==> config.mk <==
export PLATFORM = sky130hd
export DESIGN_NAME = ddo_ctrl
export DESIGN_NICKNAME = d
export VERILOG_FILES = /design/src/hdl/ddo_pkg.sv /design/src/hdl/ddo_ctrl.sv
export SDC_FILE = /design/constraint.sdc
export NUM_CORES = 1
export LEC_CHECK = 0
export BUFFER_PORTS_ARGS = -buffer_cell sky130_fd_sc_hd__clkbuf_2
export CAP_MARGIN = 20
export CORE_AREA = 8 8 45 47
export CTS_BUF_LIST = sky130_fd_sc_hd__clkbuf_8
export DETAILED_ROUTE_END_ITERATION = 10
export DIE_AREA = 0 0 53 55
export PLACE_DENSITY_LB_ADDON = 0.3
export SLEW_MARGIN = 25
export SYNTH_ARGS = -nofsm -noshare
export SYNTH_HDL_FRONTEND = slang
export SYNTH_SLANG_ARGS = --single-unit
==> constraint.sdc <==
create_clock -name clk -period 1.49 [get_ports clk]
set_clock_uncertainty 0.05 [all_clocks]
set_input_delay 0.447 -clock clk [delete_from_list [all_inputs] [get_ports clk]]
set_output_delay 0.447 -clock clk [all_outputs]
set_load 0.01 [all_outputs]
==> src/hdl/ddo_pkg.sv <==
// Package: types, constants and tables for the differential drive odometry unit.
package ddo_pkg;

  localparam int unsigned CordicSteps = 16;
  localparam int unsigned StepW = 5;
  localparam logic [31:0] MptReset = 32'd1629346;
  localparam logic [31:0] HgReset = 32'd3694980000;
  localparam logic [31:0] CordicGain = 32'd652032874;

  localparam logic [0:0] CFG_MPT = 1'b0;
  localparam logic [0:0] CFG_HG = 1'b1;

  typedef struct packed {
    logic signed [31:0] left_count;
    logic signed [31:0] right_count;
  } in_item_t;

  typedef struct packed {
    logic signed [31:0] pos_x;
    logic signed [31:0] pos_y;
    logic [31:0] heading;
    logic signed [15:0] quat_z;
    logic signed [15:0] quat_w;
  } out_item_t;

  typedef struct packed {
    logic load;
    logic mul_l;
    logic mul_r;
    logic mul_turn;
    logic mul_turn_hi;
    logic cor_start_mid;
    logic cor_step;
    logic mul_x;
    logic mul_y;
    logic upd_pose;
    logic cor_start_half;
    logic emit;
  } dp_cmd_t;

  typedef struct packed {
    logic cor_last;
  } dp_sts_t;

  function automatic logic [31:0] atan_lut(input logic [StepW-1:0] i);
    logic [31:0] r;
    unique case (i)
      5'd0: r = 32'h20000000; 5'd1: r = 32'h12E4051E; 5'd2: r = 32'h09FB385B;
      5'd3: r = 32'h051111D4; 5'd4: r = 32'h028B0D43; 5'd5: r = 32'h0145D7E1;
      5'd6: r = 32'h00A2F61E; 5'd7: r = 32'h00517C55; 5'd8: r = 32'h0028BE53;
      5'd9: r = 32'h00145F2F; 5'd10: r = 32'h000A2F98; 5'd11: r = 32'h000517CC;
      5'd12: r = 32'h00028BE6; 5'd13: r = 32'h000145F3; 5'd14: r = 32'h0000A2FA;
      5'd15: r = 32'h0000517D; 5'd16: r = 32'h000028BE; 5'd17: r = 32'h0000145F;
      5'd18: r = 32'h00000A30; 5'd19: r = 32'h00000518; 5'd20: r = 32'h0000028C;
      5'd21: r = 32'h00000146; 5'd22: r = 32'h000000A3; 5'd23: r = 32'h00000051;
      5'd24: r = 32'h00000029; 5'd25: r = 32'h00000014; 5'd26: r = 32'h0000000A;
      5'd27: r = 32'h00000005; 5'd28: r = 32'h00000003; 5'd29: r = 32'h00000001;
      5'd30: r = 32'h00000001; default: r = 32'h00000000;
    endcase
    return r;
  endfunction

endpackage

==> src/hdl/ddo_ctrl.sv <==
// Controller: sequences one sample through the datapath and runs the handshake.
module ddo_ctrl (
  input  logic             clk,
  input  logic             rst_n,
  input  logic             in_valid,
  output logic             in_stall,
  output logic             out_valid,
  input  logic             out_stall,
  output ddo_pkg::dp_cmd_t cmd,
  input  ddo_pkg::dp_sts_t sts
);

  localparam logic [3:0] S_IDLE = 4'd0, S_ML = 4'd1, S_MR = 4'd2, S_MT = 4'd3,
                         S_C1S = 4'd4, S_C1 = 4'd5, S_MX = 4'd6, S_MY = 4'd7,
                         S_UPD = 4'd8, S_C2S = 4'd9, S_C2 = 4'd10, S_EMIT = 4'd11,
                         S_MTH = 4'd12;

  logic [3:0] state_r, state_nxt;
  logic       ov_r, ov_nxt;

  assign out_valid = ov_r;
  assign in_stall = (state_r != S_IDLE);

  always_comb begin
    cmd = '0;
    state_nxt = state_r;
    ov_nxt = ov_r && out_stall;
    unique case (state_r)
      S_IDLE: if (in_valid) begin cmd.load = 1'b1; state_nxt = S_ML; end
      S_ML: begin cmd.mul_l = 1'b1; state_nxt = S_MR; end
      S_MR: begin cmd.mul_r = 1'b1; state_nxt = S_MT; end
      S_MT: begin cmd.mul_turn = 1'b1; state_nxt = S_MTH; end
      S_MTH: begin cmd.mul_turn_hi = 1'b1; state_nxt = S_C1S; end
      S_C1S: begin cmd.cor_start_mid = 1'b1; state_nxt = S_C1; end
      S_C1: begin cmd.cor_step = 1'b1; if (sts.cor_last) state_nxt = S_MX; end
      S_MX: begin cmd.mul_x = 1'b1; state_nxt = S_MY; end
      S_MY: begin cmd.mul_y = 1'b1; state_nxt = S_UPD; end
      S_UPD: begin cmd.upd_pose = 1'b1; state_nxt = S_C2S; end
      S_C2S: begin cmd.cor_start_half = 1'b1; state_nxt = S_C2; end
      S_C2: begin cmd.cor_step = 1'b1; if (sts.cor_last) state_nxt = S_EMIT; end
      S_EMIT: if (!ov_nxt) begin
        cmd.emit = 1'b1;
        ov_nxt = 1'b1;
        state_nxt = S_IDLE;
      end
      default: state_nxt = S_IDLE;
    endcase
  end

  always_ff @(posedge clk) begin
    if (!rst_n) begin
      state_r <= S_IDLE;
      ov_r <= 1'b0;
    end else begin
      state_r <= state_nxt;
      ov_r <= ov_nxt;
    end
  end

endmodule

======== Word level (Yosys, flattened, before mapping) ========
Cells that the tools add are included.
word-level totals
  register bits ........................... 5
  latch bits .............................. 0
  memory bits (writable) .................. 0
  bits in read-only memories .............. 0
  input port bits ......................... 5
  output and inout bits ................... 14
  logic and storage cells ................. 43
  memories kept ........................... 0
cells by class
  add/subtract/negate cells ............... 0
  $mul .................................... 0
  div/mod/pow operators ................... 0
  magnitude comparators ................... 0
  equality and inequality tests ........... 16
  shift operators ......................... 0
  muxes and demuxes ....................... 20
  bitwise logic cells ..................... 0
  reductions and logical operators ........ 5
operator list
  operator              number
  $pmux W4 S13          1
  $eq A4 B4 Y1 const B  5
  $eq A4 B3 Y1 const B  4
  $mux W4               4
  $mux W1               15
  $eq A4 B2 Y1 const B  2
  $ne A2 B2 Y1 const B  4
  $eq A4 B1 Y1 const B  1
  $logic_not A4 Y1      1
  $reduce_and A4 Y1     1
  $reduce_bool A4 Y1    1
  $reduce_or A2 Y1      1
  $logic_and A1 B1 Y1   1

======== Longest topological paths before layout ========
  depth after elaboration ................. 3
  mapped depth ............................ 5
  mapped depth without buffers ............ 4

======== Worst setup path before layout ========
OpenSTA, ideal clock, no wires.
  kind .................................... reg2out
  start ................................... reg state_r[0]
  end ..................................... out cmd[11] (netlist bit)
  arrival ................................. 1.062 ns
  path slack .............................. -0.069 ns
  cell stages (with the launch flop) ...... 3
  path buffers ............................ 0
  path through ............................ dfxtp_1 -> or4_4 -> nor2_1
RTL lines
  element                 RTL line        text
  start, declared         ddo_ctrl.sv:18  logic [3:0] state_r, state_nxt;
  start signal, assigned  ddo_ctrl.sv:55  state_r <= state_nxt;
  end, declared           ddo_ctrl.sv:9   output ddo_pkg::dp_cmd_t cmd,

==> impl_metrics.yaml <==
run_status:
  outcome: "complete, but fails checks"
  violations: "setup timing"
route:
  drtIter0Drc: 6
  wl_per_cell_um: 14.3
  drc: 0
  avgViaCountPerCell: 4.90
  vias: 563
  routed_wl_um: 1640
  antenna_left: 0
  dr.pass1.iters: 2
place:
  dp.cells: 96
  hpwl_um: 952
  port_buffers: 18
  gp_congestion: 0.716
synth:
  syn_inst: 51
  ys_warn_count: 0
  synth-simple-area-share_pct: 42.0
  syn-cell-area_um2: 417
  synthMuxAreaShare_pct: 3.60
  synth_seq_cells: 5
  synth_top_family_by_area: "simple AND/OR/NAND/NOR gates"
  ys_seq_area_share_pct: 24.0
  synthAdderAreaFrac_pct: 0
  synth_xor_xnor_area_share_pct: 0
  synth_nets: 56
  synth_cell_types: 25
  avgSynthCellArea_um2: 8.17
  synth_compound_area_share_pct: 20.1
clock_tree:
  cts_made_buffers: 3
  clock-sinks: 5
  clockRootBuffer: "clkbuf_8"
  holdBufCountCts: 0
  htreeDepth: 1
  clockBufferDepth: 2
  clk_pin_slew_ps: 40
  clock_latency_ps: 220
  cts_tree: "done"
worst_setup_path:
  crit_type: "flip-flop to output port"
  worstReg2RegStart: "state_r[1]"
  rrSetupSlack_ps: -130
  required_ps: 990
  cp-start-kind: "flip-flop"
  crit_slowest_cell: "or4_4"
  reg2reg_depth: 6
  max_stage_delay_ps: 560
  critPathArrivalTime_ps: 1330
  crit_fanout: 4
  r2r_end: "state_r[3]"
  endpoint_kind: "output port"
  path_cells: "or4_4 -> nor2_2 -> buf_2"
layout:
  layout-drive-gt1-share_pct: 72.7
  area_growth_pct: 120
  finalNetCount: 105
  final_core_util_pct: 66.3
  layout.cells.non_filler: 115
  antennaDiodeCount: 0
sta:
  worstMarginPinSlew_ps: 268
  period_needed_ps: 1830
  period_share_pct: 123
  fmax_mhz: 547
  hold_viol_final: 0
  fin_ws_ps: -339
  slew_headroom_pct: 82.1
  rsz0062_at_grt: "yes"
  slew_viol_final: 0
  setup_viol: 15
hold_path:
  hold_path.class: "input port to flip-flop"
  holdCritStartpoint: "rst_n"
  hold-path-endpoint: "state_r[2]"
  min_path_cells: 2
die:
  initial_core_util_pct: 30.1
  die_y_um: 55
  ioPinCount: 19
  core-area_um2: 1380
  die_x_um: 53
  rows: 14
  die-area_um2: 2920
flow_run:
  drv_cap: 0
power:
  pwr_density_cell_nw_per_um2: 737
  p_leak_nw: 0.450
  irDropWorstVdd_uv: 536
grt:
  antenna_found_initial: 0
  gr-total-overflow: 0
  grt_pass1_vias: 578
  track_usage_pct: 11.2
  grt_pass1_wl_um: 2370
  grt_start_max_net_pins: 12
==> cell type report <==
type                       count  area (um^2)
clock inverter                 1         3.75
sequential                     5          110
clock buffer                   3         41.3
timing repair buffer          48          388
fill                         105          467
inverter                       1         3.75
multi-input combinational     41          350
tap                           16         20.0
==> worst max-delay path, delay by kind of cell, from the launching register on <==
family | cells | cell delay [ps]
buffers and inverters | 1 | 130
AND/OR/NAND/NOR | 2 | 650
flip-flops | 1 | 320
==> cells by family (layout without fill, tap and decap cells) <==
| group | count (synthesis) | after routing |
|---|---|---|
| and+or+nand+nor | 28 | 28 |
| AOI/OAI and AO/OA | 12 | 12 |
| DFF | 5 | 5 |
| buffers and inverters | 5 | 53 |
| muxes | 1 | 1 |
==> stage by stage <==
stage                     total power [mW]  setup WS, ps  hold slack [ps]  instance area (um^2)  TNS (ps)
final                                0.676          -339              460                   917     -2920
after global routing                 0.708          -368              464                   917     -3550
after CTS                            0.630          -337              462                   812     -2910
after detailed placement             0.318          -129              490                   608      -436
after global placement               0.316         -98.9              487                   608      -332
after floorplan                      0.262         -28.6              500                   424     -28.6
==> per-layer routing <==
layer	routed length, um	up-vias	GRT usage (%)
li1	-	281	-
met1	659	269	9.33
met2	901	8	21.9
met3	43	5	2.94
met4	38	0	9.05
met5	0	-	0
==> sequential cells by signal, summed over array words and instances, names as in the netlist <==
signal / flops
out_valid: 1
state_r: 4
==> worst max path at each step <==
stage                     startpoint  cells past startpoint      end
after floorplan           state_r[0]                      2  cmd[11]
after global placement    state_r[3]                      3  cmd[11]
after detailed placement  state_r[3]                      3  cmd[11]
after CTS                 state_r[2]                      3  cmd[11]
after global routing      state_r[0]                      3  cmd[11]
final                     state_r[0]                      3  cmd[11]
==> power breakdown <==
part	total (mW)	internal, mW	switching, mW
logic	0.274	0.157	0.118
clock network	0.248	0.177	0.0713
registers	0.153	0.143	0.0103
total	0.676	0.477	0.199
==> what timing repair did <==
item / in CTS / in global routing
buffers inserted: 8 / 7
gates resized for setup: 22 / 20
endpoints found under the setup margin: 15 / 15
pin swaps: 6 / 5
==> cell usage after synthesis <==
library cell | instances | area [um^2]
a21boi_0 | 1 | 7.51
nand2_4 | 1 | 11.3
o31a_1 | 1 | 8.76
inv_1 | 1 | 3.75
nand2b_1 | 1 | 6.26
or4_4 | 1 | 11.3
mux2_4 | 1 | 15.0
a21oi_1 | 4 | 20.0
dfxtp_1 | 5 | 100
or2b_1 | 2 | 15.0
nand2_1 | 5 | 18.8
o21a_1 | 2 | 15.0
nand4b_1 | 1 | 8.76
nand4bb_1 | 2 | 22.5
buf_6 | 3 | 33.8
o221a_2 | 1 | 11.3
nor2_1 | 6 | 22.5
nor3_1 | 6 | 30.0
nand2b_4 | 1 | 13.8
buf_2 | 1 | 5.00
o211ai_1 | 1 | 7.51
o22ai_1 | 1 | 6.26
o31ai_1 | 1 | 7.51
nand3_1 | 1 | 5.00
or4b_1 | 1 | 10.0
==> cells in the final DEF, fill, tap and decap left out <==
master,Yosys,layout
or2b_1,2,2
or4b_1,1,1
nor3_4,0,1
nand4b_1,1,1
a21oi_2,0,1
mux2_4,1,1
nor2_1,6,3
a21oi_1,4,3
nor2_4,0,1
buf_12,0,1
buf_2,1,9
nor2_2,0,2
inv_1,1,2
nand4bb_1,2,1
o21a_1,2,2
dfxtp_1,5,1
buf_6,3,13
or4_4,1,1
clkbuf_2,0,7
o211ai_1,1,1
dfxtp_4,0,2
nor3_2,0,5
o31a_1,1,1
nand2b_4,1,2
buf_4,0,17
o221a_2,1,1
dfxtp_2,0,2
o22ai_1,1,1
a21boi_0,1,1
clkbuf_8,0,4
nand3_1,1,1
o31ai_1,1,1
nand2_1,5,5
nand2_4,1,1
nand4bb_4,0,1
Power figures use the tool's default switching activity.
